File: src/gdod_pkg.sv
`default_nettype none

package gdod_pkg;

   // field widths
   localparam int YEAR_W  = 14;
   localparam int MONTH_W = 4;
   localparam int DAY_W   = 5;
   localparam int OFF_W   = 23;
   localparam int DIFF_W  = 23;

   // calendar limits
   localparam int MAX_YEAR = 9999;
   localparam int MONTHS   = 12;
   localparam int YEAR0_DAYS = 366;

   // internal day numbers, signed, day 0 is 0001-01-01
   localparam int DN_W   = 26;
   localparam int SPAN_W = 18;
   localparam int CNT_W  = 8;
   localparam int DBM_W  = 9;

   // last legal day number, MAX_YEAR-12-31
   localparam int TOP_DAYS = MAX_YEAR * 365 + MAX_YEAR / 4 - MAX_YEAR / 100
                             + MAX_YEAR / 400 - 1;
   localparam logic signed [DN_W-1:0] TOP_DN  = DN_W'(TOP_DAYS);
   localparam logic signed [DN_W-1:0] DIFF_HI = DN_W'(2 ** (DIFF_W - 1) - 1);
   localparam logic signed [DN_W-1:0] DIFF_LO = DN_W'(-(2 ** (DIFF_W - 1)));

   // digit limits of the year decomposition
   localparam int CENT_LAST = 3;
   localparam int QUAD_LAST = 24;
   localparam int YEAR_LAST = 3;

   typedef enum logic [1:0] {
      PH_ERA,
      PH_CENT,
      PH_QUAD,
      PH_YEAR
   } phase_type;

   typedef enum logic [2:0] {
      CMD_NONE,
      CMD_FWD_LOAD,
      CMD_WALK,
      CMD_FWD_MONTH,
      CMD_DIFF,
      CMD_INV_LOAD,
      CMD_INV_MONTH,
      CMD_FINISH
   } cmd_op_type;

   typedef struct packed {
      cmd_op_type op;
      logic       capture;
      logic       sel_other;
      logic       inverse;
      phase_type  phase;
   } dp_cmd_type;

   typedef struct packed {
      logic walk_step;
      logic month_step;
   } dp_status_type;

   typedef struct packed {
      logic [YEAR_W-1:0]  base_year;
      logic [MONTH_W-1:0] base_month;
      logic [DAY_W-1:0]   base_day;
      logic [OFF_W-1:0]   offset_days;
      logic [YEAR_W-1:0]  other_year;
      logic [MONTH_W-1:0] other_month;
      logic [DAY_W-1:0]   other_day;
   } req_item_type;

   typedef struct packed {
      logic [YEAR_W-1:0]  result_year;
      logic [MONTH_W-1:0] result_month;
      logic [DAY_W-1:0]   result_day;
      logic [DIFF_W-1:0]  day_difference;
      logic               base_after_other;
      logic               dates_equal;
      logic               base_valid;
      logic               result_out_of_range;
   } rsp_item_type;

   // month 0 counts as january, 13..15 as december
   function automatic logic [MONTH_W-1:0] clamp_month(input logic [MONTH_W-1:0] m);
      logic [MONTH_W-1:0] r;
      if (m == '0) begin
         r = MONTH_W'(1);
      end else if (m > MONTH_W'(MONTHS)) begin
         r = MONTH_W'(MONTHS);
      end else begin
         r = m;
      end
      return r;
   endfunction

   // length of a month, leap day in february only
   function automatic logic [DAY_W-1:0] month_days(input logic [MONTH_W-1:0] m,
                                                   input logic leap);
      logic [DAY_W-1:0] r;
      case (m)
         MONTH_W'(2):  r = leap ? DAY_W'(29) : DAY_W'(28);
         MONTH_W'(4):  r = DAY_W'(30);
         MONTH_W'(6):  r = DAY_W'(30);
         MONTH_W'(9):  r = DAY_W'(30);
         MONTH_W'(11): r = DAY_W'(30);
         default:      r = DAY_W'(31);
      endcase
      return r;
   endfunction

   // days in the year before the first of a month (month already clamped)
   function automatic logic [DBM_W-1:0] days_before_month(input logic [MONTH_W-1:0] m,
                                                          input logic leap);
      logic [DBM_W-1:0] r;
      case (m)
         MONTH_W'(1):  r = DBM_W'(0);
         MONTH_W'(2):  r = DBM_W'(31);
         MONTH_W'(3):  r = DBM_W'(59);
         MONTH_W'(4):  r = DBM_W'(90);
         MONTH_W'(5):  r = DBM_W'(120);
         MONTH_W'(6):  r = DBM_W'(151);
         MONTH_W'(7):  r = DBM_W'(181);
         MONTH_W'(8):  r = DBM_W'(212);
         MONTH_W'(9):  r = DBM_W'(243);
         MONTH_W'(10): r = DBM_W'(273);
         MONTH_W'(11): r = DBM_W'(304);
         default:      r = DBM_W'(334);
      endcase
      if (leap && m > MONTH_W'(2)) begin
         r = r + DBM_W'(1);
      end
      return r;
   endfunction

   // years per block of the decomposition
   function automatic logic [SPAN_W-1:0] block_years(input phase_type ph);
      logic [SPAN_W-1:0] r;
      case (ph)
         PH_ERA:  r = SPAN_W'(400);
         PH_CENT: r = SPAN_W'(100);
         PH_QUAD: r = SPAN_W'(4);
         default: r = SPAN_W'(1);
      endcase
      return r;
   endfunction

   // days per block of the decomposition
   function automatic logic [SPAN_W-1:0] block_days(input phase_type ph);
      logic [SPAN_W-1:0] r;
      case (ph)
         PH_ERA:  r = SPAN_W'(146097);
         PH_CENT: r = SPAN_W'(36524);
         PH_QUAD: r = SPAN_W'(1461);
         default: r = SPAN_W'(365);
      endcase
      return r;
   endfunction

endpackage

`default_nettype wire

File: src/gdod_req_if.sv
`default_nettype none

interface gdod_req_if import gdod_pkg::*; ();
   logic               valid;
   logic               ready;
   logic [YEAR_W-1:0]  base_year;
   logic [MONTH_W-1:0] base_month;
   logic [DAY_W-1:0]   base_day;
   logic [OFF_W-1:0]   offset_days;
   logic [YEAR_W-1:0]  other_year;
   logic [MONTH_W-1:0] other_month;
   logic [DAY_W-1:0]   other_day;

   modport source (
      output valid, base_year, base_month, base_day, offset_days,
             other_year, other_month, other_day,
      input  ready
   );

   modport sink (
      input  valid, base_year, base_month, base_day, offset_days,
             other_year, other_month, other_day,
      output ready
   );
endinterface

`default_nettype wire

File: src/gdod_rsp_if.sv
`default_nettype none

interface gdod_rsp_if import gdod_pkg::*; ();
   logic               valid;
   logic               ready;
   logic [YEAR_W-1:0]  result_year;
   logic [MONTH_W-1:0] result_month;
   logic [DAY_W-1:0]   result_day;
   logic [DIFF_W-1:0]  day_difference;
   logic               base_after_other;
   logic               dates_equal;
   logic               base_valid;
   logic               result_out_of_range;

   modport source (
      output valid, result_year, result_month, result_day, day_difference,
             base_after_other, dates_equal, base_valid, result_out_of_range,
      input  ready
   );

   modport sink (
      input  valid, result_year, result_month, result_day, day_difference,
             base_after_other, dates_equal, base_valid, result_out_of_range,
      output ready
   );
endinterface

`default_nettype wire

File: src/gdod_ctrl.sv
`default_nettype none

module gdod_ctrl import gdod_pkg::*; (
   input  logic          clock,
   input  logic          reset,
   input  logic          req_valid,
   output logic          req_ready,
   output logic          rsp_valid,
   input  logic          rsp_ready,
   input  dp_status_type status,
   output dp_cmd_type    cmd
);

   typedef enum logic [3:0] {
      S_IDLE,
      S_FWD_LOAD,
      S_FWD_WALK,
      S_FWD_MONTH,
      S_DIFF,
      S_INV_LOAD,
      S_INV_WALK,
      S_INV_MONTH,
      S_FINISH
   } state_type;

   state_type state_ff, state_in;
   phase_type phase_ff, phase_in;
   logic      other_ff, other_in;
   logic      rsp_valid_ff, rsp_valid_in;

   // sequencing of the two forward conversions, difference and back conversion
   always_comb begin
      state_in      = state_ff;
      phase_in      = phase_ff;
      other_in      = other_ff;
      rsp_valid_in  = rsp_valid_ff;
      cmd.op        = CMD_NONE;
      cmd.capture   = 1'b0;
      cmd.sel_other = other_ff;
      cmd.inverse   = 1'b0;
      cmd.phase     = phase_ff;

      // result taken downstream
      if (rsp_valid_ff && rsp_ready) begin
         rsp_valid_in = 1'b0;
      end

      case (state_ff)
         S_IDLE: begin
            if (req_valid) begin
               cmd.capture = 1'b1;
               other_in    = 1'b0;
               state_in    = S_FWD_LOAD;
            end
         end
         S_FWD_LOAD: begin
            cmd.op   = CMD_FWD_LOAD;
            phase_in = PH_ERA;
            state_in = S_FWD_WALK;
         end
         S_FWD_WALK: begin
            cmd.op = CMD_WALK;
            if (!status.walk_step) begin
               if (phase_ff == PH_YEAR) begin
                  state_in = S_FWD_MONTH;
               end else begin
                  phase_in = phase_type'(phase_ff + 2'd1);
               end
            end
         end
         S_FWD_MONTH: begin
            cmd.op = CMD_FWD_MONTH;
            if (other_ff) begin
               state_in = S_DIFF;
            end else begin
               other_in = 1'b1;
               state_in = S_FWD_LOAD;
            end
         end
         S_DIFF: begin
            cmd.op   = CMD_DIFF;
            state_in = S_INV_LOAD;
         end
         S_INV_LOAD: begin
            cmd.op   = CMD_INV_LOAD;
            phase_in = PH_ERA;
            state_in = S_INV_WALK;
         end
         S_INV_WALK: begin
            cmd.op      = CMD_WALK;
            cmd.inverse = 1'b1;
            if (!status.walk_step) begin
               if (phase_ff == PH_YEAR) begin
                  state_in = S_INV_MONTH;
               end else begin
                  phase_in = phase_type'(phase_ff + 2'd1);
               end
            end
         end
         S_INV_MONTH: begin
            cmd.op = CMD_INV_MONTH;
            if (!status.month_step) begin
               state_in = S_FINISH;
            end
         end
         S_FINISH: begin
            // output register free or emptying this cycle
            if (!rsp_valid_ff || rsp_ready) begin
               cmd.op       = CMD_FINISH;
               rsp_valid_in = 1'b1;
               state_in     = S_IDLE;
            end
         end
         default: begin
            state_in = S_IDLE;
         end
      endcase
   end

   // state and registered outputs
   always_ff @(posedge clock) begin
      if (reset) begin
         state_ff     <= S_IDLE;
         phase_ff     <= PH_ERA;
         other_ff     <= 1'b0;
         rsp_valid_ff <= 1'b0;
      end else begin
         state_ff     <= state_in;
         phase_ff     <= phase_in;
         other_ff     <= other_in;
         rsp_valid_ff <= rsp_valid_in;
      end
   end

   assign req_ready = (state_ff == S_IDLE);
   assign rsp_valid = rsp_valid_ff;

endmodule

`default_nettype wire

File: src/gdod_dpath.sv
`default_nettype none

module gdod_dpath import gdod_pkg::*; (
   input  logic          clock,
   input  dp_cmd_type    cmd,
   input  req_item_type  req_item,
   output dp_status_type status,
   output rsp_item_type  rsp_item
);

   req_item_type             item_ff, item_in;
   logic signed [DN_W-1:0]   acc_ff, acc_in;
   logic [DN_W-1:0]          rem_ff, rem_in;
   logic [CNT_W-1:0]         cnt_ff, cnt_in;
   logic                     cent3_ff, cent3_in;
   logic                     quad24_ff, quad24_in;
   logic                     year3_ff, year3_in;
   logic                     yzero_ff, yzero_in;
   logic [MONTH_W-1:0]       month_ff, month_in;
   logic signed [DN_W-1:0]   base_dn_ff, base_dn_in;
   logic signed [DN_W-1:0]   other_dn_ff, other_dn_in;
   logic [DIFF_W-1:0]        diff_ff, diff_in;
   logic                     oor_ff, oor_in;
   logic                     valid_ff, valid_in;
   rsp_item_type             rsp_ff, rsp_in;

   logic [YEAR_W-1:0]        sel_year;
   logic [MONTH_W-1:0]       sel_month;
   logic [DAY_W-1:0]         sel_day;
   logic                     leap;
   logic [SPAN_W-1:0]        span;
   logic [SPAN_W-1:0]        gain;
   logic [DN_W-1:0]          span_ext;
   logic [DN_W-1:0]          gain_ext;
   logic                     capped;
   logic [DAY_W-1:0]         dim;
   logic signed [DN_W-1:0]   month_sum;
   logic signed [DN_W-1:0]   diff_full;
   logic signed [DN_W-1:0]   shifted;
   logic                     after;
   logic                     equal;

   // date picked by the command
   assign sel_year  = cmd.sel_other ? item_ff.other_year  : item_ff.base_year;
   assign sel_month = cmd.sel_other ? item_ff.other_month : item_ff.base_month;
   assign sel_day   = cmd.sel_other ? item_ff.other_day   : item_ff.base_day;

   // leap year from the digits of year - 1 left by the last walk
   assign leap = yzero_ff | (year3_ff & (~quad24_ff | cent3_ff));

   // shared walk unit: years to days forward, days to years backward
   assign span     = cmd.inverse ? block_days(cmd.phase)  : block_years(cmd.phase);
   assign gain     = cmd.inverse ? block_years(cmd.phase) : block_days(cmd.phase);
   assign span_ext = DN_W'(span);
   assign gain_ext = DN_W'(gain);
   assign capped   = ((cmd.phase == PH_CENT) && (cnt_ff == CNT_W'(CENT_LAST)))
                   | ((cmd.phase == PH_YEAR) && (cnt_ff == CNT_W'(YEAR_LAST)));

   assign status.walk_step  = (rem_ff >= span_ext) && !capped;

   // month walk of the shifted date
   assign dim = month_days(month_ff, leap);
   assign status.month_step = (month_ff < MONTH_W'(MONTHS)) && (rem_ff >= DN_W'(dim));

   // day number of the picked date once its year part is known
   assign month_sum = acc_ff
                    + $signed(DN_W'(days_before_month(clamp_month(sel_month), leap)))
                    + $signed(DN_W'(sel_day)) - $signed(DN_W'(1));

   assign diff_full = base_dn_ff - other_dn_ff;
   assign shifted   = base_dn_ff
                    + $signed({{(DN_W-OFF_W){item_ff.offset_days[OFF_W-1]}},
                               item_ff.offset_days});

   // raw field comparison
   assign equal = (item_ff.base_year == item_ff.other_year)
               && (item_ff.base_month == item_ff.other_month)
               && (item_ff.base_day == item_ff.other_day);
   assign after = (item_ff.base_year > item_ff.other_year)
               || ((item_ff.base_year == item_ff.other_year)
                   && (item_ff.base_month > item_ff.other_month))
               || ((item_ff.base_year == item_ff.other_year)
                   && (item_ff.base_month == item_ff.other_month)
                   && (item_ff.base_day > item_ff.other_day));

   // next values per command
   always_comb begin
      item_in     = item_ff;
      acc_in      = acc_ff;
      rem_in      = rem_ff;
      cnt_in      = cnt_ff;
      cent3_in    = cent3_ff;
      quad24_in   = quad24_ff;
      year3_in    = year3_ff;
      yzero_in    = yzero_ff;
      month_in    = month_ff;
      base_dn_in  = base_dn_ff;
      other_dn_in = other_dn_ff;
      diff_in     = diff_ff;
      oor_in      = oor_ff;
      valid_in    = valid_ff;
      rsp_in      = rsp_ff;

      if (cmd.capture) begin
         item_in = req_item;
      end

      case (cmd.op)
         CMD_FWD_LOAD: begin
            cnt_in    = '0;
            cent3_in  = 1'b0;
            quad24_in = 1'b0;
            year3_in  = 1'b0;
            if (sel_year == '0) begin
               // year zero: leap year just before year one
               acc_in   = $signed('0 - DN_W'(YEAR0_DAYS));
               rem_in   = '0;
               yzero_in = 1'b1;
            end else begin
               acc_in   = '0;
               rem_in   = DN_W'(sel_year) - DN_W'(1);
               yzero_in = 1'b0;
            end
         end
         CMD_WALK: begin
            if (status.walk_step) begin
               rem_in = rem_ff - span_ext;
               acc_in = acc_ff + $signed(gain_ext);
               cnt_in = cnt_ff + CNT_W'(1);
            end else begin
               // phase over, keep the digit facts for the leap test
               cnt_in = '0;
               case (cmd.phase)
                  PH_CENT: cent3_in  = (cnt_ff == CNT_W'(CENT_LAST));
                  PH_QUAD: quad24_in = (cnt_ff == CNT_W'(QUAD_LAST));
                  PH_YEAR: year3_in  = (cnt_ff == CNT_W'(YEAR_LAST));
                  default: begin
                  end
               endcase
            end
         end
         CMD_FWD_MONTH: begin
            if (cmd.sel_other) begin
               other_dn_in = month_sum;
            end else begin
               base_dn_in = month_sum;
               valid_in   = (item_ff.base_month != '0)
                         && (item_ff.base_month <= MONTH_W'(MONTHS))
                         && (item_ff.base_day != '0)
                         && (item_ff.base_day <= month_days(item_ff.base_month, leap));
            end
         end
         CMD_DIFF: begin
            if (diff_full > DIFF_HI) begin
               diff_in = DIFF_HI[DIFF_W-1:0];
            end else if (diff_full < DIFF_LO) begin
               diff_in = DIFF_LO[DIFF_W-1:0];
            end else begin
               diff_in = diff_full[DIFF_W-1:0];
            end
         end
         CMD_INV_LOAD: begin
            // saturate the shifted day number to the legal years
            if (shifted[DN_W-1]) begin
               rem_in = '0;
               oor_in = 1'b1;
            end else if (shifted > TOP_DN) begin
               rem_in = TOP_DN;
               oor_in = 1'b1;
            end else begin
               rem_in = shifted;
               oor_in = 1'b0;
            end
            acc_in    = $signed(DN_W'(1));
            cnt_in    = '0;
            cent3_in  = 1'b0;
            quad24_in = 1'b0;
            year3_in  = 1'b0;
            yzero_in  = 1'b0;
            month_in  = MONTH_W'(1);
         end
         CMD_INV_MONTH: begin
            if (status.month_step) begin
               rem_in   = rem_ff - DN_W'(dim);
               month_in = month_ff + MONTH_W'(1);
            end
         end
         CMD_FINISH: begin
            rsp_in.result_year         = acc_ff[YEAR_W-1:0];
            rsp_in.result_month        = month_ff;
            rsp_in.result_day          = rem_ff[DAY_W-1:0] + DAY_W'(1);
            rsp_in.day_difference      = diff_ff;
            rsp_in.base_after_other    = after;
            rsp_in.dates_equal         = equal;
            rsp_in.base_valid          = valid_ff;
            rsp_in.result_out_of_range = oor_ff;
         end
         default: begin
         end
      endcase
   end

   // datapath registers
   always_ff @(posedge clock) begin
      item_ff     <= item_in;
      acc_ff      <= acc_in;
      rem_ff      <= rem_in;
      cnt_ff      <= cnt_in;
      cent3_ff    <= cent3_in;
      quad24_ff   <= quad24_in;
      year3_ff    <= year3_in;
      yzero_ff    <= yzero_in;
      month_ff    <= month_in;
      base_dn_ff  <= base_dn_in;
      other_dn_ff <= other_dn_in;
      diff_ff     <= diff_in;
      oor_ff      <= oor_in;
      valid_ff    <= valid_in;
      rsp_ff      <= rsp_in;
   end

   assign rsp_item = rsp_ff;

endmodule

`default_nettype wire

File: src/gregorian_date_offset_and_difference_core.sv
// time from request taken to result valid is set by the year walk
// through the single subtract and accumulate unit (two dates in, one date out)
// throughput: one request at a time; the next is taken once the result sits
// in the output register, while that result still waits to be taken
// reset: synchronous, active high; clears the controller and the result valid,
// no other state survives between requests
`default_nettype none

module gregorian_date_offset_and_difference_core import gdod_pkg::*; (
   input  logic        clock,
   input  logic        reset,
   gdod_req_if.sink    req_chan,
   gdod_rsp_if.source  rsp_chan
);

   dp_cmd_type    cmd;
   dp_status_type status;
   req_item_type  req_item;
   rsp_item_type  rsp_item;

   // request payload into one word
   assign req_item.base_year   = req_chan.base_year;
   assign req_item.base_month  = req_chan.base_month;
   assign req_item.base_day    = req_chan.base_day;
   assign req_item.offset_days = req_chan.offset_days;
   assign req_item.other_year  = req_chan.other_year;
   assign req_item.other_month = req_chan.other_month;
   assign req_item.other_day   = req_chan.other_day;

   gdod_ctrl u_ctrl (
      .clock     (clock),
      .reset     (reset),
      .req_valid (req_chan.valid),
      .req_ready (req_chan.ready),
      .rsp_valid (rsp_chan.valid),
      .rsp_ready (rsp_chan.ready),
      .status    (status),
      .cmd       (cmd)
   );

   gdod_dpath u_dpath (
      .clock    (clock),
      .cmd      (cmd),
      .req_item (req_item),
      .status   (status),
      .rsp_item (rsp_item)
   );

   // result register out to the channel
   assign rsp_chan.result_year         = rsp_item.result_year;
   assign rsp_chan.result_month        = rsp_item.result_month;
   assign rsp_chan.result_day          = rsp_item.result_day;
   assign rsp_chan.day_difference      = rsp_item.day_difference;
   assign rsp_chan.base_after_other    = rsp_item.base_after_other;
   assign rsp_chan.dates_equal         = rsp_item.dates_equal;
   assign rsp_chan.base_valid          = rsp_item.base_valid;
   assign rsp_chan.result_out_of_range = rsp_item.result_out_of_range;

endmodule

`default_nettype wire

File: src/flat_wrapper.sv
// flat-port wrapper written by rule: the top's interface ports become plain ports
module gregorian_date_offset_and_difference_core_flat import gdod_pkg::*;
  (clock, reset, req_chan_valid, req_chan_base_year, req_chan_base_month, req_chan_base_day, req_chan_offset_days, req_chan_other_year, req_chan_other_month, req_chan_other_day, req_chan_ready, rsp_chan_valid, rsp_chan_result_year, rsp_chan_result_month, rsp_chan_result_day, rsp_chan_day_difference, rsp_chan_base_after_other, rsp_chan_dates_equal, rsp_chan_base_valid, rsp_chan_result_out_of_range, rsp_chan_ready);
  gdod_req_if req_chan_i ();
  gdod_rsp_if rsp_chan_i ();
  input  logic clock;
  input  logic reset;
  input wire logic [$bits(req_chan_i.valid)-1:0] req_chan_valid;
  input wire logic [$bits(req_chan_i.base_year)-1:0] req_chan_base_year;
  input wire logic [$bits(req_chan_i.base_month)-1:0] req_chan_base_month;
  input wire logic [$bits(req_chan_i.base_day)-1:0] req_chan_base_day;
  input wire logic [$bits(req_chan_i.offset_days)-1:0] req_chan_offset_days;
  input wire logic [$bits(req_chan_i.other_year)-1:0] req_chan_other_year;
  input wire logic [$bits(req_chan_i.other_month)-1:0] req_chan_other_month;
  input wire logic [$bits(req_chan_i.other_day)-1:0] req_chan_other_day;
  output wire logic [$bits(req_chan_i.ready)-1:0] req_chan_ready;
  output wire logic [$bits(rsp_chan_i.valid)-1:0] rsp_chan_valid;
  output wire logic [$bits(rsp_chan_i.result_year)-1:0] rsp_chan_result_year;
  output wire logic [$bits(rsp_chan_i.result_month)-1:0] rsp_chan_result_month;
  output wire logic [$bits(rsp_chan_i.result_day)-1:0] rsp_chan_result_day;
  output wire logic [$bits(rsp_chan_i.day_difference)-1:0] rsp_chan_day_difference;
  output wire logic [$bits(rsp_chan_i.base_after_other)-1:0] rsp_chan_base_after_other;
  output wire logic [$bits(rsp_chan_i.dates_equal)-1:0] rsp_chan_dates_equal;
  output wire logic [$bits(rsp_chan_i.base_valid)-1:0] rsp_chan_base_valid;
  output wire logic [$bits(rsp_chan_i.result_out_of_range)-1:0] rsp_chan_result_out_of_range;
  input wire logic [$bits(rsp_chan_i.ready)-1:0] rsp_chan_ready;
  assign req_chan_i.valid = req_chan_valid;
  assign req_chan_i.base_year = req_chan_base_year;
  assign req_chan_i.base_month = req_chan_base_month;
  assign req_chan_i.base_day = req_chan_base_day;
  assign req_chan_i.offset_days = req_chan_offset_days;
  assign req_chan_i.other_year = req_chan_other_year;
  assign req_chan_i.other_month = req_chan_other_month;
  assign req_chan_i.other_day = req_chan_other_day;
  assign req_chan_ready = req_chan_i.ready;
  assign rsp_chan_valid = rsp_chan_i.valid;
  assign rsp_chan_result_year = rsp_chan_i.result_year;
  assign rsp_chan_result_month = rsp_chan_i.result_month;
  assign rsp_chan_result_day = rsp_chan_i.result_day;
  assign rsp_chan_day_difference = rsp_chan_i.day_difference;
  assign rsp_chan_base_after_other = rsp_chan_i.base_after_other;
  assign rsp_chan_dates_equal = rsp_chan_i.dates_equal;
  assign rsp_chan_base_valid = rsp_chan_i.base_valid;
  assign rsp_chan_result_out_of_range = rsp_chan_i.result_out_of_range;
  assign rsp_chan_i.ready = rsp_chan_ready;
  gregorian_date_offset_and_difference_core u_core (.clock(clock), .reset(reset), .req_chan(req_chan_i), .rsp_chan(rsp_chan_i));
endmodule
File: config.mk
export PLATFORM = sky130hd
export DESIGN_NAME = gregorian_date_offset_and_difference_core_flat
export DESIGN_NICKNAME = d
export VERILOG_FILES = /design/src/gdod_pkg.sv /design/src/gdod_req_if.sv /design/src/gdod_rsp_if.sv /design/src/gdod_ctrl.sv /design/src/gdod_dpath.sv /design/src/gregorian_date_offset_and_difference_core.sv /design/src/flat_wrapper.sv
export SDC_FILE = /design/constraint.sdc
export NUM_CORES = 1
export LEC_CHECK = 0
export BUFFER_PORTS_ARGS = -buffer_cell sky130_fd_sc_hd__buf_2
export CAP_MARGIN = 10
export CORE_MARGIN = 1
export CORE_UTILIZATION = 55
export CTS_CLUSTER_DIAMETER = 150
export DETAILED_ROUTE_END_ITERATION = 10
export PLACE_DENSITY = 0.74
export SLEW_MARGIN = 30
export SYNTH_ARGS = -nofsm -noshare
export SYNTH_HDL_FRONTEND = slang
export SYNTH_SLANG_ARGS = --single-unit
File: constraint.sdc
create_clock -name clock -period 7.4 [get_ports clock]
set_input_delay 1.11 -clock clock [delete_from_list [all_inputs] [get_ports clock]]
set_output_delay 1.11 -clock clock [all_outputs]
set_load 0.05 [all_outputs]
After elaboration in Yosys (flattened, before gate mapping)
Memory sizes are Yosys's and may differ from the RTL's.
Cells that the tools add are included.
Widths: inputs -> output; s select.
Cells by class
  add/sub/neg operators: 14
  div/mod/pow operators: 0
  equality and inequality tests: 48
  multipliers: 0
  bitwise gates (word level): 6
  magnitude comparators: 13
  shifts and indexed selects: 0
  reduce and logical (&&, ||, !) cells: 47
  multiplexer cells: 63
Operator list (number)
  $mux 26: 5
  $pmux 26 s4: 1
  $pmux 26 s3: 1
  $pmux 18 s3: 1
  $gt 26x23->1 const B: 2
  $mux 25: 2
  $mux 4: 11
  $mux 18: 2
  $pmux 4 s9: 1
  $eq 4x3->1 const B: 8
  $pmux 9 s3: 1
  $add 26x10->26: 1
  $add 26x19->26: 1
  $add 26x23->26: 1
  $add 26x6->26: 1
  $ge 26x18->1: 1
  $ge 26x5->1: 1
  $lt 26x23->1 const B: 1
  $sub 26x18->26: 1
  $sub 26x2->26 const B: 1
  $sub 26x26->26: 1
  $sub 26x5->26: 1
  $mux 23: 1
  $ne 2x2->1 const B: 11
  other kinds (58): 133
Word-level totals
  memories kept: 1
  RAM bits: 0
  bits in latches: 0
  register bits after elaboration: 272
  bits of input ports: 73
  output and inout port bits: 52
  word-level logic and storage cells: 224
  memory bits (read-only): 144
Memories
  (no name shown): depth 16, bits a word 9, read ports 1, clocked after memory_dff 0, write ports 0, line gdod_pkg.sv:119  | case (m)

Longest topological paths before layout
  depth in word-level cells: 10
  gate-level depth with buffers: 30
  depth with buffers taken out: 27

By module
From an unflattened synthesis, not the netlist that was laid out.
Second synthesis, totals
  cell total of the unflattened synthesis: 1780
  area total of the unflattened synthesis: 18270.0 µm²
By module, submodules not included
  gdod_dpath: instances 1, area each 17774.5 µm², cells an instance 1719
  gdod_ctrl: instances 1, area each 495.5 µm², cells an instance 61

Worst setup path before layout
No wires, ideal clock.
  path kind: flip-flop to flip-flop
  from: reg u_core.u_ctrl.other_ff
  to: reg u_core.u_dpath.base_dn_ff[23] (data pin)
  buffers on the path: 3
  required time: 7138 ps
  arrival time: 5955 ps
  slack: 1183 ps
  library setup time: 262 ps
  stages on the path, launching flop included: 31
  period minus slack after synthesis: 6217 ps
  cells stage by stage: dfxtp_1 clkbuf_1 buf_2 buf_1 mux2_2 nor2_1 o21ai_0 and2_1 inv_1 ha_1 xnor2_1 a21oi_1 ha_1 nand2_1 and3b_1 a21oi_1 a311o_1 ha_1 inv_1 ha_1 ha_1 o21a_1 o21ai_0 nand2b_1 and3_1 a21oi_1 a311o_1 a21boi_0 o41ai_1 nor2b_1 xnor2_1
Between the ends
  cells in the longest elaborated chain, start to end: 10
RTL lines
  from (decl): line gdod_ctrl.sv:28  | logic other_ff, other_in;
  from (signal assigned): line gdod_ctrl.sv:130  | other_ff <= other_in;
  $mux 4: line gdod_dpath.sv:45  | assign sel_month = cmd.sel_other ? item_ff.other_month : item_ff.base_month;
  $gt 4x4->1: line gdod_pkg.sv:92  | end else if (m > MONTH_W'(MONTHS)) begin
  $mux 4: line gdod_pkg.sv:92
  $mux 4: line gdod_pkg.sv:90  | if (m == '0) begin
  $mem_v2 16x9 or $gt 4x2->1 (tied branches)
  $add 9x1->9 or $logic_and 1x1->1 (tied branches): line gdod_pkg.sv:134, gdod_pkg.sv:133
  $mux 9: line gdod_pkg.sv:133  | if (leap && m > MONTH_W'(2)) begin
  $add 26x10->26: line gdod_dpath.sv:67  | + $signed(DN_W'(days_before_month(clamp_month(sel_month), leap)))
  $add 26x6->26 (*): line gdod_dpath.sv:68  | + $signed(DN_W'(sel_day)) - $signed(DN_W'(1));
  $sub 26x2->26 (*): line gdod_dpath.sv:68
  named net u_core.u_dpath.month_sum[23]: line gdod_dpath.sv:37  | logic signed [DN_W-1:0] month_sum;
  to (signal assigned): line gdod_dpath.sv:214  | base_dn_ff <= base_dn_in;
  to (decl): line gdod_dpath.sv:20  | logic signed [DN_W-1:0] base_dn_ff, base_dn_in;
The timed path passes the listed nets; every way through them passes the cells marked *.
A chain may end at the register's enable or synchronous reset.

Worst setup path after layout
  from: reg u_core.u_ctrl.other_ff
  to: reg u_core.u_dpath.base_dn_ff[25] (data pin)
The elaborated chain is that of the path after synthesis.

==> metrics.yaml <==
outcome:
  outcome: "finished clean"
die:
  core_um2: 32700
  rows: 66
  die_w_um: 185
  initial_core_util_pct: 56.1
  die_area_um2: 34100
  die_y_um: 185
  boundaryPins: 125
worst_setup_path:
  setup.worst_path.end_class: "flip-flop"
  reg2reg_from: "u_core.u_ctrl.other_ff"
  reg2reg_to: "u_core.u_dpath.base_dn_ff[25]"
  crit_path_max_fanout: 13
  reg2reg_depth: 26
  reg2reg_slack_ns: 0.93
  cp_data_arrival_time_ns: 6.77
  slowest_stage: "mux2i_1"
  crit_required_ns: 7.70
  max_stage_delay_ns: 0.69
  critPathLaunchType: "flip-flop"
  cpMostUsedCell: "ha_1"
  worstSetupPathType: "reg -> reg"
placement:
  placed_area_um2: 19500
  dp.cells: 2337
  port_buffers: 124
  dp_hpwl_um: 33700
  gp_congestion: 0.954
logic_synthesis:
  synth_flop_cell: "edfxtp_1"
  yosys.cell_count.top_type: "edfxtp_1"
  syn_nets: 2070
  synth-seq-cells: 272
  yosysTopAreaCell: "edfxtp_1"
  synth_area_um2: 18300
  ys_warn_count: 0
  synth_common_cells: "edfxtp_1 (264), ha_1 (187), nor2_1 (153)"
  synth_async_sr_flop_share_pct: 0
  synth.area.top_cells: "edfxtp_1 (43%), ha_1 (13%), xnor2_1 (4.2%)"
  synth_top_area_share_pct: 43.2
  seq_area_frac_synth_pct: 44.1
  synth-edff-count: 264
  syn_inst: 1802
  synth_area_per_cell_um2: 10.2
  synth.distinct_cells: 79
job:
  max_cap_viol_count: 0
drt:
  num_vias: 14200
  drtIter0Drc: 1290
  ant_nets: 0
  wl_um: 44000
  wl_per_cell_um: 18.4
  drtPass1Iterations: 5
  vias_per_cell: 5.95
  drcViolationCount: 0
clock_tree:
  cts.hold.buffers_added: 0
  clockBufferDepth: 3
  cts.sinks: 272
  cts.clk_slew.worst_paths_ns: 0.06
  cts_tree: "done"
  clockRootBuffer: "clkbuf_16"
  post_cts_buffers: 0
  cts_resized: 0
  worstSkewPairLatency_ns: 0.57
  cts_buffers: 29
  htree_levels: 1
global_route:
  grt_pass1_vias: 13500
  antenna_found_initial: 0
  grt_max_degree: 51
  gr-usage-all-layers_pct: 26.1
  overflow: 0
  grt_pass1_wl_um: 69800
sta:
  finalHoldWorstSlack_ns: 0.417
  worstMarginPinSlew_ns: 0.937
  max_freq_mhz: 155
  grt_setup_unrepaired: "false"
  setup_viol: 0
  period_share_pct: 87.4
  min_period_ns: 6.47
  drv_slew: 0
  finClkSkew_ns: 0.0186
  hold_violations: 0
  fin_setup_tns_ns: 0
  max_slew_margin_pct: 37.3
power:
  p_sw_share_pct: 37.8
  power_leakage_nw: 8.26
  power_frac_seq_pct: 34.7
  comb_power_share_pct: 42.7
  p_sw_mw: 2.62
  ir_drop_mv: 0.195
  p_clk_share_pct: 22.6
  power.density_nw_per_um2: 338
  intPower_mw: 4.31
cells_and_area:
  regArea_um2: 8090
  final_core_util_pct: 62.7
  fin_area_um2: 20500
  nNetsFinal: 2195
  multi_input_area_um2: 9580
  fin_cells: 2392
  syn_to_final_growth_pct: 11.8
  drive_gt1_share_pct: 12.2
  antenna_cells: 0
  n_fill_cell: 2688
hold_path:
  hold_depth: 0
  hold_class: "reg -> reg"
  hold_start: "u_core.u_dpath.diff_ff[14]"
  hold_end: "u_core.u_dpath.rsp_item[18]"
[power groups by stage]
stage	registers (mW)	clock network (mW)	logic (mW)
2_1_floorplan	2.34	0	2.31
3_3_place_gp	2.43	0	2.82
3_5_place_dp	2.43	0	2.91
4_1_cts	2.40	1.59	2.94
5_1_grt	2.43	1.65	3.30
6_report	2.41	1.57	2.96
[state kept, by name, summed over array words and instances (netlist names)]
name,cells
u_core.u_dpath.valid_ff,1
u_core.u_dpath.base_dn_ff,26
u_core.u_ctrl.rsp_valid,1
u_core.u_dpath.other_dn_ff,26
u_core.u_dpath.yzero_ff,1
u_core.u_dpath.cent3_ff,1
u_core.u_dpath.acc_ff,26
u_core.u_dpath.year3_ff,1
u_core.u_dpath.quad24_ff,1
u_core.u_ctrl.state_ff,4
u_core.u_dpath.cnt_ff,8
u_core.u_dpath.item_ff,69
u_core.u_dpath.month_ff,4
u_core.u_ctrl.other_ff,1
u_core.u_dpath.oor_ff,1
u_core.u_ctrl.phase_ff,2
u_core.u_dpath.rem_ff,26
u_core.u_dpath.diff_ff,23
u_core.u_dpath.rsp_item,50
[cell type report]
class                           count  share of cell area (%)
Clock inverter                     23                    1.48
Sequential cell                   272                    39.4
Clock buffer                       31                    3.57
Multi-Input combinational cell   1346                    46.7
Tap cell                          442                    2.70
Timing Repair Buffer              140                    3.60
Inverter                          138                    2.53
[worst max-delay path by stage]
stage | start | to | depth (start not counted)
2_1_floorplan | u_core.u_ctrl.other_ff | u_core.u_dpath.base_dn_ff[23] | 30
3_3_place_gp | u_core.u_ctrl.other_ff | u_core.u_dpath.base_dn_ff[23] | 26
3_5_place_dp | u_core.u_ctrl.other_ff | u_core.u_dpath.other_dn_ff[25] | 26
4_1_cts | u_core.u_ctrl.other_ff | u_core.u_dpath.base_dn_ff[25] | 26
5_1_grt | u_core.u_ctrl.other_ff | u_core.u_dpath.base_dn_ff[23] | 26
6_report | u_core.u_ctrl.other_ff | u_core.u_dpath.base_dn_ff[25] | 26
[cells in the final DEF (no fill, tap or decap), drive strengths merged, types with 9 or more instances in the layout]
master / Yosys / layout
o21a: 22 / 22
a21o: 42 / 42
o31ai: 10 / 10
xor2: 53 / 53
a31oi: 24 / 24
buf: 7 / 140
nor2: 153 / 153
clkinv: 0 / 9
inv: 138 / 141
nand3: 31 / 31
edfxtp: 264 / 264
o22ai: 10 / 10
xnor2: 88 / 88
or2: 14 / 14
mux2i: 27 / 27
o211ai: 13 / 13
o21bai: 12 / 12
nor3b: 9 / 9
a211oi: 15 / 15
nor4: 14 / 14
a21oi: 133 / 133
or3: 14 / 14
nand2b: 26 / 26
nor2b: 20 / 20
nand2: 120 / 120
nand4: 13 / 13
and2: 10 / 10
nor3: 47 / 47
o21ai: 110 / 110
and3: 17 / 17
ha: 187 / 187
clkbuf: 39 / 31
[critical path: cells and delay by family, from the launching register on]
kind / cells / cell delay, ns
DFF: 1 / 0.53
muxes: 1 / 0.69
AOI/OAI and AO/OA: 10 / 2.15
buffers and inverters: 2 / 0.14
xor gates and xnor gates: 2 / 0.25
and+or+nand+nor: 6 / 1.09
adders and majority gates: 5 / 1.33
[routing by layer]
metal	wire, µm	up-vias	global-route usage, %
met2	20200	544	43.0
met5	0	-	0
li1	-	6928	-
met3	3230	111	3.52
met1	19200	6647	35.5
met4	1410	0	8.47
[cell families after synthesis]
group                      count (synthesis)  share of synthesized area [%]
adders and majority gates                195                           13.6
buffers and inverters                    184                           3.88
and+or+nand+nor                          509                           13.5
DFF                                      272                           44.1
AOI/OAI and AO/OA                        472                           16.6
xor gates and xnor gates                 141                           6.73
muxes                                     29                           1.60
[stage by stage]
| stage | total power, mW | setup slack, ns |
|---|---|---|
| finish | 6.94 | 0.930 |
| global route | 7.39 | 0.461 |
| CTS | 6.93 | 0.778 |
| detailed placement | 5.34 | 0.835 |
| global placement | 5.24 | 1.01 |
| floorplan | 4.65 | 1.18 |
Power figures use the tool's default switching activity.
